$ cat config.mk
export PLATFORM = sky130hd
export DESIGN_NAME = cascade_pid_controller_unit_flat
export DESIGN_NICKNAME = d
export VERILOG_FILES = /design/src/design/cpid_pkg.sv /design/src/design/cpid_if.sv /design/src/design/cpid_cfg.sv /design/src/design/cpid_ctrl.sv /design/src/design/cpid_dp.sv /design/src/design/cascade_pid_controller_unit.sv /design/src/flat_wrapper.sv
export SDC_FILE = /design/constraint.sdc
export NUM_CORES = 2
export LEC_CHECK = 0
export BUFFER_PORTS_ARGS = -buffer_cell sky130_fd_sc_hd__buf_2
export CAP_MARGIN = 30
export CORE_MARGIN = 8
export CORE_UTILIZATION = 45
export CTS_CLUSTER_DIAMETER = 40
export CTS_CLUSTER_SIZE = 10
export DETAILED_ROUTE_END_ITERATION = 8
export PLACE_DENSITY = 0.66
export SYNTH_ARGS = -nofsm -noshare
export SYNTH_HDL_FRONTEND = slang
export SYNTH_HIERARCHICAL = 1
export SYNTH_SLANG_ARGS = --single-unit
$ cat constraint.sdc
create_clock -name clk_i -period 15.75 [get_ports clk_i]
set_input_delay 0 -clock clk_i [delete_from_list [all_inputs] [get_ports clk_i]]
set_output_delay 0 -clock clk_i [all_outputs]
set_load 0.005 [all_outputs]
$ cat src/design/cpid_pkg.sv
// Shared types, constants and codes of the cascade PID controller.
`default_nettype none

package cpid_pkg;

  // Parameter defaults.
  localparam int SAMPLE_BITS_DEF   = 16;
  localparam int INTEGRAL_BITS_DEF = 24;

  // Fixed field widths.
  localparam int GAIN_W     = 16;
  localparam int LIMIT_W    = 23;
  localparam int DRIVE_W    = 32;
  localparam int CFG_IDX_W  = 4;
  localparam int CFG_DATA_W = 32;

  // Reset value of the integral clamp.
  localparam logic [LIMIT_W-1:0] LIMIT_RESET = LIMIT_W'(2000);

  // Configuration register indexes.
  typedef enum logic [CFG_IDX_W-1:0] {
    REG_OUTER_KP       = 4'd0,
    REG_OUTER_KI       = 4'd1,
    REG_OUTER_KD       = 4'd2,
    REG_INNER_KP       = 4'd3,
    REG_INNER_KI       = 4'd4,
    REG_INNER_KD       = 4'd5,
    REG_INTEGRAL_LIMIT = 4'd6,
    REG_LOOP_MODE      = 4'd7
  } reg_idx_e;

  // Loop mode codes.
  localparam logic MODE_SINGLE  = 1'b0;
  localparam logic MODE_CASCADE = 1'b1;

  // Controller states.
  typedef enum logic [2:0] {
    ST_IDLE,
    ST_ERR,
    ST_MUL_P,
    ST_MUL_I,
    ST_MUL_D,
    ST_ADD,
    ST_SAT,
    ST_WRITE
  } state_e;

  // Datapath commands.
  typedef enum logic [3:0] {
    CMD_NONE,
    CMD_LOAD,
    CMD_ERR,
    CMD_MUL_P,
    CMD_MUL_I,
    CMD_MUL_D,
    CMD_ADD,
    CMD_SAT,
    CMD_WRITE
  } cmd_e;

  // Command from the controller to the datapath.
  typedef struct packed {
    cmd_e op;
    logic inner;
  } cmd_t;

  // Configuration register contents.
  typedef struct packed {
    logic [GAIN_W-1:0]  outer_kp;
    logic [GAIN_W-1:0]  outer_ki;
    logic [GAIN_W-1:0]  outer_kd;
    logic [GAIN_W-1:0]  inner_kp;
    logic [GAIN_W-1:0]  inner_ki;
    logic [GAIN_W-1:0]  inner_kd;
    logic [LIMIT_W-1:0] integral_limit;
    logic               loop_mode;
  } cfg_t;

endpackage

`default_nettype wire

$ cat src/design/cpid_if.sv
// Channel interfaces of the cascade PID controller: input, result and configuration.
`default_nettype none

// Input channel: one control tick per word.
interface cpid_in_if #(
  parameter int SAMPLE_BITS = cpid_pkg::SAMPLE_BITS_DEF
);
  logic                          valid;
  logic                          ready;
  logic signed [SAMPLE_BITS-1:0] inner_measured;
  logic signed [SAMPLE_BITS-1:0] outer_measured;
  logic signed [SAMPLE_BITS-1:0] outer_target;

  modport source (
    output valid, inner_measured, outer_measured, outer_target,
    input  ready
  );
  modport sink (
    input  valid, inner_measured, outer_measured, outer_target,
    output ready
  );
endinterface

// Result channel: one word per tick.
interface cpid_out_if #(
  parameter int SAMPLE_BITS = cpid_pkg::SAMPLE_BITS_DEF
);
  logic                               valid;
  logic                               ready;
  logic signed [cpid_pkg::DRIVE_W-1:0] drive;
  logic signed [SAMPLE_BITS-1:0]      outer_drive;

  modport source (
    output valid, drive, outer_drive,
    input  ready
  );
  modport sink (
    input  valid, drive, outer_drive,
    output ready
  );
endinterface

// Configuration write channel.
interface cpid_cfg_if;
  logic                            valid;
  logic                            ready;
  logic [cpid_pkg::CFG_IDX_W-1:0]  index;
  logic [cpid_pkg::CFG_DATA_W-1:0] data;

  modport source (
    output valid, index, data,
    input  ready
  );
  modport sink (
    input  valid, index, data,
    output ready
  );
endinterface

`default_nettype wire

$ cat src/design/cpid_cfg.sv
// Configuration register file of the cascade PID controller.
`default_nettype none

module cpid_cfg (
  input  wire logic                            clk_i,
  input  wire logic                            rst_ni,
  input  wire logic                            wr_valid_i,
  output logic                                 wr_ready_o,
  input  wire logic [cpid_pkg::CFG_IDX_W-1:0]  wr_index_i,
  input  wire logic [cpid_pkg::CFG_DATA_W-1:0] wr_data_i,
  output cpid_pkg::cfg_t                       cfg_o
);

  cpid_pkg::cfg_t cfg_q;

  // Writes are always taken.
  assign wr_ready_o = 1'b1;
  assign cfg_o      = cfg_q;

  // Register writes; unknown indexes are dropped.
  always_ff @(posedge clk_i or negedge rst_ni) begin
    if (!rst_ni) begin
      cfg_q.outer_kp       <= '0;
      cfg_q.outer_ki       <= '0;
      cfg_q.outer_kd       <= '0;
      cfg_q.inner_kp       <= '0;
      cfg_q.inner_ki       <= '0;
      cfg_q.inner_kd       <= '0;
      cfg_q.integral_limit <= cpid_pkg::LIMIT_RESET;
      cfg_q.loop_mode      <= cpid_pkg::MODE_CASCADE;
    end else if (wr_valid_i) begin
      case (wr_index_i)
        cpid_pkg::REG_OUTER_KP: begin
          cfg_q.outer_kp <= wr_data_i[cpid_pkg::GAIN_W-1:0];
        end
        cpid_pkg::REG_OUTER_KI: begin
          cfg_q.outer_ki <= wr_data_i[cpid_pkg::GAIN_W-1:0];
        end
        cpid_pkg::REG_OUTER_KD: begin
          cfg_q.outer_kd <= wr_data_i[cpid_pkg::GAIN_W-1:0];
        end
        cpid_pkg::REG_INNER_KP: begin
          cfg_q.inner_kp <= wr_data_i[cpid_pkg::GAIN_W-1:0];
        end
        cpid_pkg::REG_INNER_KI: begin
          cfg_q.inner_ki <= wr_data_i[cpid_pkg::GAIN_W-1:0];
        end
        cpid_pkg::REG_INNER_KD: begin
          cfg_q.inner_kd <= wr_data_i[cpid_pkg::GAIN_W-1:0];
        end
        cpid_pkg::REG_INTEGRAL_LIMIT: begin
          cfg_q.integral_limit <= wr_data_i[cpid_pkg::LIMIT_W-1:0];
        end
        cpid_pkg::REG_LOOP_MODE: begin
          cfg_q.loop_mode <= wr_data_i[0];
        end
        default: begin
        end
      endcase
    end
  end

endmodule

`default_nettype wire

$ cat src/design/cpid_ctrl.sv
// Sequencing state machine of the cascade PID controller.
`default_nettype none

module cpid_ctrl (
  input  wire logic       clk_i,
  input  wire logic       rst_ni,
  input  wire logic       in_valid_i,
  output logic            in_ready_o,
  output logic            out_valid_o,
  input  wire logic       out_ready_i,
  input  wire logic       loop_mode_i,
  output cpid_pkg::cmd_t  cmd_o
);

  cpid_pkg::state_e state_q, state_d;
  logic             inner_q, inner_d;
  logic             out_valid_q, out_valid_d;
  logic             out_free;
  logic             do_write;

  // The result register may be loaded when empty or being drained.
  assign out_free = !out_valid_q || out_ready_i;
  assign do_write = (state_q == cpid_pkg::ST_WRITE) && out_free;

  // Next state and loop selection.
  always_comb begin
    state_d = state_q;
    inner_d = inner_q;
    case (state_q)
      cpid_pkg::ST_IDLE: begin
        if (in_valid_i) begin
          state_d = cpid_pkg::ST_ERR;
          inner_d = 1'b0;
        end
      end
      cpid_pkg::ST_ERR:   state_d = cpid_pkg::ST_MUL_P;
      cpid_pkg::ST_MUL_P: state_d = cpid_pkg::ST_MUL_I;
      cpid_pkg::ST_MUL_I: state_d = cpid_pkg::ST_MUL_D;
      cpid_pkg::ST_MUL_D: state_d = cpid_pkg::ST_ADD;
      cpid_pkg::ST_ADD:   state_d = cpid_pkg::ST_SAT;
      cpid_pkg::ST_SAT: begin
        // After the outer loop, run the inner loop in cascade mode.
        if (!inner_q && (loop_mode_i == cpid_pkg::MODE_CASCADE)) begin
          state_d = cpid_pkg::ST_ERR;
          inner_d = 1'b1;
        end else begin
          state_d = cpid_pkg::ST_WRITE;
        end
      end
      cpid_pkg::ST_WRITE: begin
        if (out_free) begin
          state_d = cpid_pkg::ST_IDLE;
        end
      end
      default: state_d = cpid_pkg::ST_IDLE;
    endcase
  end

  // Commands and handshake outputs.
  always_comb begin
    in_ready_o  = (state_q == cpid_pkg::ST_IDLE);
    out_valid_o = out_valid_q;
    cmd_o.inner = inner_q;
    case (state_q)
      cpid_pkg::ST_IDLE: begin
        cmd_o.op = in_valid_i ? cpid_pkg::CMD_LOAD : cpid_pkg::CMD_NONE;
      end
      cpid_pkg::ST_ERR:   cmd_o.op = cpid_pkg::CMD_ERR;
      cpid_pkg::ST_MUL_P: cmd_o.op = cpid_pkg::CMD_MUL_P;
      cpid_pkg::ST_MUL_I: cmd_o.op = cpid_pkg::CMD_MUL_I;
      cpid_pkg::ST_MUL_D: cmd_o.op = cpid_pkg::CMD_MUL_D;
      cpid_pkg::ST_ADD:   cmd_o.op = cpid_pkg::CMD_ADD;
      cpid_pkg::ST_SAT:   cmd_o.op = cpid_pkg::CMD_SAT;
      cpid_pkg::ST_WRITE: begin
        cmd_o.op = do_write ? cpid_pkg::CMD_WRITE : cpid_pkg::CMD_NONE;
      end
      default: cmd_o.op = cpid_pkg::CMD_NONE;
    endcase
  end

  // Result valid flag: set on load, cleared when the word is taken.
  always_comb begin
    out_valid_d = out_valid_q && !out_ready_i;
    if (do_write) begin
      out_valid_d = 1'b1;
    end
  end

  always_ff @(posedge clk_i or negedge rst_ni) begin
    if (!rst_ni) begin
      state_q     <= cpid_pkg::ST_IDLE;
      inner_q     <= 1'b0;
      out_valid_q <= 1'b0;
    end else begin
      state_q     <= state_d;
      inner_q     <= inner_d;
      out_valid_q <= out_valid_d;
    end
  end

endmodule

`default_nettype wire

$ cat src/design/cpid_dp.sv
// Datapath of the cascade PID controller: loop state, shared multiplier, saturation.
`default_nettype none

module cpid_dp #(
  parameter int SAMPLE_BITS   = cpid_pkg::SAMPLE_BITS_DEF,
  parameter int INTEGRAL_BITS = cpid_pkg::INTEGRAL_BITS_DEF
) (
  input  wire logic                                 clk_i,
  input  wire logic                                 rst_ni,
  input  wire cpid_pkg::cmd_t                       cmd_i,
  input  wire cpid_pkg::cfg_t                       cfg_i,
  input  wire logic signed [SAMPLE_BITS-1:0]        inner_measured_i,
  input  wire logic signed [SAMPLE_BITS-1:0]        outer_measured_i,
  input  wire logic signed [SAMPLE_BITS-1:0]        outer_target_i,
  output logic signed [cpid_pkg::DRIVE_W-1:0]       drive_o,
  output logic signed [SAMPLE_BITS-1:0]             outer_drive_o
);

  localparam int E_W    = SAMPLE_BITS + 1;
  localparam int D_W    = SAMPLE_BITS + 2;
  localparam int OP_W   = (INTEGRAL_BITS > D_W) ? INTEGRAL_BITS : D_W;
  localparam int G_W    = cpid_pkg::GAIN_W + 1;
  localparam int PROD_W = OP_W + G_W;
  localparam int SUM_W  = PROD_W + 2;
  localparam int ACC_W  = ((INTEGRAL_BITS > E_W) ? INTEGRAL_BITS : E_W) + 1;
  localparam int CMP_W  = (ACC_W > cpid_pkg::LIMIT_W + 1) ? ACC_W : cpid_pkg::LIMIT_W + 1;
  localparam int DW     = cpid_pkg::DRIVE_W;

  localparam longint INT_HI_L   = (longint'(1) <<< (INTEGRAL_BITS - 1)) - 1;
  localparam longint SAMP_HI_L  = (longint'(1) <<< (SAMPLE_BITS - 1)) - 1;
  localparam longint DRIVE_HI_L = (longint'(1) <<< (DW - 1)) - 1;

  localparam logic signed [CMP_W-1:0] INT_HI   = CMP_W'(INT_HI_L);
  localparam logic signed [CMP_W-1:0] INT_LO   = CMP_W'(-INT_HI_L - 1);
  localparam logic signed [SUM_W-1:0] SAMP_HI  = SUM_W'(SAMP_HI_L);
  localparam logic signed [SUM_W-1:0] SAMP_LO  = SUM_W'(-SAMP_HI_L - 1);
  localparam logic signed [SUM_W-1:0] DRIVE_HI = SUM_W'(DRIVE_HI_L);
  localparam logic signed [SUM_W-1:0] DRIVE_LO = SUM_W'(-DRIVE_HI_L - 1);

  // Latched input samples.
  logic signed [SAMPLE_BITS-1:0]   inner_meas_q, outer_meas_q, outer_tgt_q;
  // Loop state.
  logic signed [E_W-1:0]           outer_prev_q, inner_prev_q;
  logic signed [INTEGRAL_BITS-1:0] outer_int_q, inner_int_q;
  // Working registers of the running loop.
  logic signed [E_W-1:0]           err_q;
  logic signed [D_W-1:0]           diff_q;
  logic signed [INTEGRAL_BITS-1:0] integ_q;
  logic signed [PROD_W-1:0]        prod_q;
  logic signed [SUM_W-1:0]         sum_q;
  logic signed [SAMPLE_BITS-1:0]   outer_y_q;
  logic signed [DW-1:0]            inner_y_q;
  // Result register.
  logic signed [DW-1:0]            drive_q;
  logic signed [SAMPLE_BITS-1:0]   outer_drive_q;

  logic signed [SAMPLE_BITS-1:0]   meas, tgt;
  logic signed [E_W-1:0]           prev, err_d;
  logic signed [INTEGRAL_BITS-1:0] integ_old, integ_d;
  logic signed [D_W-1:0]           diff_d;
  logic signed [ACC_W-1:0]         acc_sum;
  logic signed [CMP_W-1:0]         acc_ext, lim_ext, lim_eff, acc_clamped;
  logic [cpid_pkg::GAIN_W-1:0]     gain;
  logic signed [G_W-1:0]           gain_s;
  logic signed [OP_W-1:0]          op_s;
  logic signed [PROD_W-1:0]        prod_d;
  logic signed [SUM_W-1:0]         sum_acc;
  logic signed [SAMPLE_BITS-1:0]   sat_samp;
  logic signed [DW-1:0]            sat_drive;

  // Error, derivative term and clamped integral of the selected loop.
  always_comb begin
    meas      = cmd_i.inner ? inner_meas_q : outer_meas_q;
    tgt       = cmd_i.inner ? outer_y_q : outer_tgt_q;
    prev      = cmd_i.inner ? inner_prev_q : outer_prev_q;
    integ_old = cmd_i.inner ? inner_int_q : outer_int_q;
    err_d     = E_W'(meas) - E_W'(tgt);
    diff_d    = D_W'(err_d) - D_W'(prev);
    acc_sum   = ACC_W'(integ_old) + ACC_W'(err_d);
    acc_ext   = CMP_W'(acc_sum);
    lim_ext   = signed'(CMP_W'(cfg_i.integral_limit));
    lim_eff   = (lim_ext > INT_HI) ? INT_HI : lim_ext;
    if (acc_ext > lim_eff) begin
      acc_clamped = lim_eff;
    end else if (acc_ext < INT_LO) begin
      acc_clamped = INT_LO;
    end else begin
      acc_clamped = acc_ext;
    end
    integ_d = INTEGRAL_BITS'(acc_clamped);
  end

  // Operand selection for the shared multiplier.
  always_comb begin
    case (cmd_i.op)
      cpid_pkg::CMD_MUL_I: begin
        gain = cmd_i.inner ? cfg_i.inner_ki : cfg_i.outer_ki;
        op_s = OP_W'(integ_q);
      end
      cpid_pkg::CMD_MUL_D: begin
        gain = cmd_i.inner ? cfg_i.inner_kd : cfg_i.outer_kd;
        op_s = OP_W'(diff_q);
      end
      default: begin
        gain = cmd_i.inner ? cfg_i.inner_kp : cfg_i.outer_kp;
        op_s = OP_W'(err_q);
      end
    endcase
    gain_s = signed'({1'b0, gain});
    prod_d = PROD_W'(gain_s) * PROD_W'(op_s);
  end

  // Running sum and output saturation.
  always_comb begin
    sum_acc = sum_q + SUM_W'(prod_q);
    if (sum_q > SAMP_HI) begin
      sat_samp = SAMPLE_BITS'(SAMP_HI);
    end else if (sum_q < SAMP_LO) begin
      sat_samp = SAMPLE_BITS'(SAMP_LO);
    end else begin
      sat_samp = SAMPLE_BITS'(sum_q);
    end
    if (sum_q > DRIVE_HI) begin
      sat_drive = DW'(DRIVE_HI);
    end else if (sum_q < DRIVE_LO) begin
      sat_drive = DW'(DRIVE_LO);
    end else begin
      sat_drive = DW'(sum_q);
    end
  end

  // Loop state, cleared by reset and updated once per loop run.
  always_ff @(posedge clk_i or negedge rst_ni) begin
    if (!rst_ni) begin
      outer_prev_q <= '0;
      inner_prev_q <= '0;
      outer_int_q  <= '0;
      inner_int_q  <= '0;
    end else if (cmd_i.op == cpid_pkg::CMD_ERR) begin
      if (cmd_i.inner) begin
        inner_prev_q <= err_d;
        inner_int_q  <= integ_d;
      end else begin
        outer_prev_q <= err_d;
        outer_int_q  <= integ_d;
      end
    end
  end

  // Working and result registers.
  always_ff @(posedge clk_i) begin
    case (cmd_i.op)
      cpid_pkg::CMD_LOAD: begin
        inner_meas_q <= inner_measured_i;
        outer_meas_q <= outer_measured_i;
        outer_tgt_q  <= outer_target_i;
      end
      cpid_pkg::CMD_ERR: begin
        err_q   <= err_d;
        diff_q  <= diff_d;
        integ_q <= integ_d;
      end
      cpid_pkg::CMD_MUL_P: begin
        prod_q <= prod_d;
      end
      cpid_pkg::CMD_MUL_I: begin
        prod_q <= prod_d;
        sum_q  <= SUM_W'(prod_q);
      end
      cpid_pkg::CMD_MUL_D: begin
        prod_q <= prod_d;
        sum_q  <= sum_acc;
      end
      cpid_pkg::CMD_ADD: begin
        sum_q <= sum_acc;
      end
      cpid_pkg::CMD_SAT: begin
        if (cmd_i.inner) begin
          inner_y_q <= sat_drive;
        end else begin
          outer_y_q <= sat_samp;
        end
      end
      cpid_pkg::CMD_WRITE: begin
        drive_q       <= (cfg_i.loop_mode == cpid_pkg::MODE_CASCADE) ?
                         inner_y_q : DW'(outer_y_q);
        outer_drive_q <= outer_y_q;
      end
      default: begin
      end
    endcase
  end

  assign drive_o       = drive_q;
  assign outer_drive_o = outer_drive_q;

endmodule

`default_nettype wire

$ cat src/design/cascade_pid_controller_unit.sv
// Top level of the cascade PID controller.
// Each accepted input word is one control tick. The outer loop and, in cascade
// mode, the inner loop each run these steps: error and clamped integral, three
// multiplies by the gains on one shared multiplier (each product registered),
// a final add, and saturation. The result register is then loaded once it is
// empty or being drained, and the block is ready again the cycle after. No new
// word is taken until the last one is in the result register. In cascade mode,
// the shared multiplier serves all six products. The input side is open again
// while a finished result still waits in the result register; the next result
// waits for that register to drain. Configuration writes are taken in any cycle
// and must only be issued while the block is idle.
`default_nettype none

module cascade_pid_controller_unit #(
  parameter int SAMPLE_BITS   = cpid_pkg::SAMPLE_BITS_DEF,
  parameter int INTEGRAL_BITS = cpid_pkg::INTEGRAL_BITS_DEF
) (
  input  wire logic clk_i,
  input  wire logic rst_ni,
  cpid_in_if.sink   in_i,
  cpid_out_if.source out_o,
  cpid_cfg_if.sink  cfg_i
);

  cpid_pkg::cfg_t cfg;
  cpid_pkg::cmd_t cmd;

  logic signed [SAMPLE_BITS-1:0]         inner_measured, outer_measured, outer_target;
  logic signed [SAMPLE_BITS-1:0]         outer_drive;
  logic signed [cpid_pkg::DRIVE_W-1:0]   drive;

  assign inner_measured = in_i.inner_measured;
  assign outer_measured = in_i.outer_measured;
  assign outer_target   = in_i.outer_target;
  assign out_o.drive       = drive;
  assign out_o.outer_drive = outer_drive;

  // Configuration registers.
  cpid_cfg u_cfg (
    .clk_i      (clk_i),
    .rst_ni     (rst_ni),
    .wr_valid_i (cfg_i.valid),
    .wr_ready_o (cfg_i.ready),
    .wr_index_i (cfg_i.index),
    .wr_data_i  (cfg_i.data),
    .cfg_o      (cfg)
  );

  // Sequencer.
  cpid_ctrl u_ctrl (
    .clk_i       (clk_i),
    .rst_ni      (rst_ni),
    .in_valid_i  (in_i.valid),
    .in_ready_o  (in_i.ready),
    .out_valid_o (out_o.valid),
    .out_ready_i (out_o.ready),
    .loop_mode_i (cfg.loop_mode),
    .cmd_o       (cmd)
  );

  // Arithmetic and loop state.
  cpid_dp #(
    .SAMPLE_BITS   (SAMPLE_BITS),
    .INTEGRAL_BITS (INTEGRAL_BITS)
  ) u_dp (
    .clk_i            (clk_i),
    .rst_ni           (rst_ni),
    .cmd_i            (cmd),
    .cfg_i            (cfg),
    .inner_measured_i (inner_measured),
    .outer_measured_i (outer_measured),
    .outer_target_i   (outer_target),
    .drive_o          (drive),
    .outer_drive_o    (outer_drive)
  );

endmodule

`default_nettype wire

$ cat src/flat_wrapper.sv
// flat-port wrapper written by rule: the top's interface ports become plain ports
module cascade_pid_controller_unit_flat 
#(
  parameter int SAMPLE_BITS   = cpid_pkg::SAMPLE_BITS_DEF,
  parameter int INTEGRAL_BITS = cpid_pkg::INTEGRAL_BITS_DEF
)
  (clk_i, rst_ni, in_i_valid, in_i_inner_measured, in_i_outer_measured, in_i_outer_target, in_i_ready, out_o_valid, out_o_drive, out_o_outer_drive, out_o_ready, cfg_i_valid, cfg_i_index, cfg_i_data, cfg_i_ready);
  cpid_in_if #(.SAMPLE_BITS(SAMPLE_BITS)) in_i_i ();
  cpid_out_if #(.SAMPLE_BITS(SAMPLE_BITS)) out_o_i ();
  cpid_cfg_if cfg_i_i ();
  input  wire logic clk_i;
  input  wire logic rst_ni;
  input wire logic [$bits(in_i_i.valid)-1:0] in_i_valid;
  input wire logic [$bits(in_i_i.inner_measured)-1:0] in_i_inner_measured;
  input wire logic [$bits(in_i_i.outer_measured)-1:0] in_i_outer_measured;
  input wire logic [$bits(in_i_i.outer_target)-1:0] in_i_outer_target;
  output wire logic [$bits(in_i_i.ready)-1:0] in_i_ready;
  output wire logic [$bits(out_o_i.valid)-1:0] out_o_valid;
  output wire logic [$bits(out_o_i.drive)-1:0] out_o_drive;
  output wire logic [$bits(out_o_i.outer_drive)-1:0] out_o_outer_drive;
  input wire logic [$bits(out_o_i.ready)-1:0] out_o_ready;
  input wire logic [$bits(cfg_i_i.valid)-1:0] cfg_i_valid;
  input wire logic [$bits(cfg_i_i.index)-1:0] cfg_i_index;
  input wire logic [$bits(cfg_i_i.data)-1:0] cfg_i_data;
  output wire logic [$bits(cfg_i_i.ready)-1:0] cfg_i_ready;
  assign in_i_i.valid = in_i_valid;
  assign in_i_i.inner_measured = in_i_inner_measured;
  assign in_i_i.outer_measured = in_i_outer_measured;
  assign in_i_i.outer_target = in_i_outer_target;
  assign in_i_ready = in_i_i.ready;
  assign out_o_valid = out_o_i.valid;
  assign out_o_drive = out_o_i.drive;
  assign out_o_outer_drive = out_o_i.outer_drive;
  assign out_o_i.ready = out_o_ready;
  assign cfg_i_i.valid = cfg_i_valid;
  assign cfg_i_i.index = cfg_i_index;
  assign cfg_i_i.data = cfg_i_data;
  assign cfg_i_ready = cfg_i_i.ready;
  cascade_pid_controller_unit #(.SAMPLE_BITS(SAMPLE_BITS), .INTEGRAL_BITS(INTEGRAL_BITS)) u_core (.clk_i(clk_i), .rst_ni(rst_ni), .in_i(in_i_i), .out_o(out_o_i), .cfg_i(cfg_i_i));
endmodule
==> flow_summary.yaml <==
placed_design:
  numPortBuffers: 129
  place_hpwl_um: 70240
  detailedPlace.worstSlack_ns: 6.145
  routabilityCongestion: 0.8713
clocking:
  cts_buffers: 78
  path_clk_slew_ns: 0.05
  cts_max_path_buffers: 3
  numClockSinks: 494
  cts-root-buf: "clkbuf_16"
  cts_resized: 0
  htree_levels: 3
  cts_tree: "built"
  post-cts-setup-buffers: 0
  postCtsHoldBufs: 81
  worstSkewPairLatency_ns: 0.64
logic_synthesis:
  synthesis.nets: 4463
  synthArstFlopShare_pct: 41.90
  ys_ff_latch: 494
  synth_area_um2: 39430
  synth_edf_count: 287
  synth-seq-area-share_pct: 35.02
  synthSimpleGateAreaFrac_pct: 11.33
  yosysMostFrequentCell: "inv_1"
  ys_top_cells_by_count: "545 x inv_1, 472 x nand2_1, 381 x fa_1"
  synth_top_family_by_area: "adder cells"
  synth_fa_ha_area_share_pct: 26.42
  muxShareOfSynthArea_pct: 8.460
  synth_top_area_cell: "edfxtp_1"
  syn_inst: 3770
  synth_xor_area_share_pct: 2.443
  synth-compound-area-share_pct: 9.482
  synth_cell_type_count: 88
  synthFlopType: "edfxtp_1"
  yosysWarnings: 6
  netlist.area_leader.share_pct: 21.86
  synth_area_per_cell_um2: 10.46
  synthTopCellsByArea: "edfxtp_1 22%, fa_1 19%, dfrtp_1 13%"
status:
  outcome: "completed"
floorplanning:
  die_h_um: 312.0
  fp.dieArea_um2: 97350
  start_util_pct: 45.45
  rows: 108
  core-area_um2: 86750
  pin_count: 140
  dieWidth_um: 312.0
timing:
  hold_viol: 0
  slew_headroom_pct: 31.64
  fin_crit_sh_pct: 61.32
  slew_viol_final: 0
  setup_violations: 0
  setup_slack_ns: 6.092
  min_period_ns: 9.658
  fin_skew_ns: 0.03512
  fin_hold_ws_ns: 0.06608
  tns_ns: 0
  rsz0062_at_grt: "false"
  fmax_mhz: 103.5
  tightest_slew_ns: 1.025
global_route:
  antenna_found_initial: 1
  grt_use_total_pct: 19.28
  grt_pass1_vias: 27800
  grt_first_pass_wirelength_um: 152600
  grt_max_degree: 70
  grt_overflow_total: 0
worst_setup_path:
  worst_setup_path_end_kind: "flip-flop"
  rrSetupSlack_ns: 6.09
  cpLargestDelayFamily: "adder cells"
  cpMostUsedCell: "fa_1"
  cp_slowest_stage_delay_ns: 0.95
  cp.arrival_ns: 9.98
  worstPathBufferInverterCount: 4
  r2r_cells: 26
  rr_startpoint: "u_core/u_ctrl/state_q[0]"
  startpoint_type: "flip-flop"
  required_ns: 16.07
  cp_max_fo: 63
  cp_slowest_cell: "fa_1"
  crit_type: "flip-flop to flip-flop"
  r2r_end: "u_core/u_dp/prod_q[40]"
cells_and_area:
  drive_above_1_share_pct: 14.40
  layout-area-overhead-vs-synth_pct: 14.05
  diodes: 0
  final_nets: 4663
  fin_util_pct: 51.84
  fillers: 7661
route:
  post-route-drc-count: 0
  drt_pass1_iterations: 6
  ant_nets: 0
  wl_per_cell_um: 18.28
  drt_iter0_markers: 1935
  num_vias: 27630
  finalWirelength_um: 94710
  routed_via_density: 5.332
hold_path:
  worstHoldEndpoint: "u_core/u_dp/inner_meas_q[9]"
  hp-class: "input pin to flip-flop"
  holdCritStartpoint: "in_i_inner_measured[9]"
  whs_path_depth: 2
run:
  drv_cap: 0
==> registers in the layout, summed over array words and instances (netlist names), 3 cells and up <==
| name | cells |
|---|---|
| u_core/u_dp/outer_prev_q | 17 |
| u_core/u_cfg/cfg_o | 120 |
| u_core/u_dp/inner_meas_q | 16 |
| u_core/u_dp/outer_drive_o | 16 |
| u_core/u_dp/outer_int_q | 24 |
| u_core/u_dp/inner_int_q | 24 |
| u_core/u_dp/sum_q | 43 |
| u_core/u_dp/outer_meas_q | 16 |
| u_core/u_dp/prod_q | 41 |
| u_core/u_ctrl/state_q | 3 |
| u_core/u_dp/integ_q | 24 |
| u_core/u_dp/outer_y_q | 16 |
| u_core/u_dp/drive_o | 32 |
| u_core/u_dp/outer_tgt_q | 16 |
| u_core/u_dp/err_q | 17 |
| u_core/u_dp/diff_q | 18 |
| u_core/u_dp/inner_prev_q | 17 |
| u_core/u_dp/inner_y_q | 32 |
==> logic make-up (layout without fill, tap and decap cells) <==
group	after synthesis	in the layout
other	1	1
and+or+nand+nor	993	993
AOI/OAI and AO/OA	584	584
adders and majority gates	604	604
muxes	288	288
xor gates and xnor gates	110	110
buffers and inverters	696	953
DFF	494	494
==> worst max-delay path by stage <==
stage / from / end / slack, ns / depth (start not counted)
final: u_core/u_ctrl/state_q[0] / u_core/u_dp/prod_q[40] / 6.09 / 26
after global routing: u_core/u_ctrl/state_q[0] / u_core/u_dp/prod_q[40] / 5.41 / 26
after floorplan: u_core/u_ctrl/state_q[1] / u_core/u_dp/outer_prev_q[0] / 6.61 / 10
after CTS: u_core/u_ctrl/state_q[0] / u_core/u_dp/prod_q[40] / 6.09 / 26
after global placement: u_core/u_ctrl/state_q[0] / u_core/u_dp/prod_q[40] / 6.06 / 27
after detailed placement: u_core/u_ctrl/state_q[0] / u_core/u_dp/prod_q[40] / 6.15 / 26
==> routing by layer <==
layer	up-vias	share of wire (%)	track usage, %
met5	-	0	0
met4	0	2.2	4.614
met3	137	6.0	3.564
met2	768	47	31.51
met1	13670	45	26.62
li1	13060	-	-
==> stage by stage <==
stage	cell area (um2)	cells
final	44970	5182
after global routing	44970	5182
after CTS	44970	5182
after detailed placement	41520	4964
after global placement	41460	4960
after floorplan	39430	3770
==> area by class of cell <==
class | instances | area [um2] | area share, %
Multi-Input combinational cell | 2580 | 23060 | 51.29
Sequential cell | 494 | 13810 | 30.71
Clock buffer | 95 | 2067 | 4.596
Inverter | 545 | 2046 | 4.549
Timing Repair Buffer | 271 | 1981 | 4.404
Tap cell | 1155 | 1445 | 3.214
Clock inverter | 42 | 558.0 | 1.241
==> cells in the final DEF, fill, tap and decap left out, types with 38 or more instances in the layout <==
| master | netlist | layout |
|---|---|---|
| o21ai_1 | 91 | 85 |
| mux2_2 | 196 | 196 |
| buf_2 | 11 | 128 |
| o21ai_0 | 79 | 75 |
| ha_1 | 223 | 223 |
| and2_1 | 38 | 38 |
| inv_1 | 545 | 545 |
| buf_4 | 7 | 58 |
| dlygate4sd3_1 | 0 | 80 |
| xnor2_1 | 76 | 76 |
| fa_1 | 381 | 381 |
| a21o_1 | 95 | 95 |
| edfxtp_1 | 287 | 287 |
| nor2_1 | 239 | 236 |
| nand3_1 | 41 | 41 |
| a21oi_1 | 128 | 122 |
| mux2i_1 | 70 | 70 |
| nand2_1 | 472 | 469 |
| clkbuf_16 | 0 | 79 |
| dfrtp_1 | 200 | 199 |
Power is not shown: default switching activity piles up to over one toggle a cycle in this logic, so the estimate is an artifact.
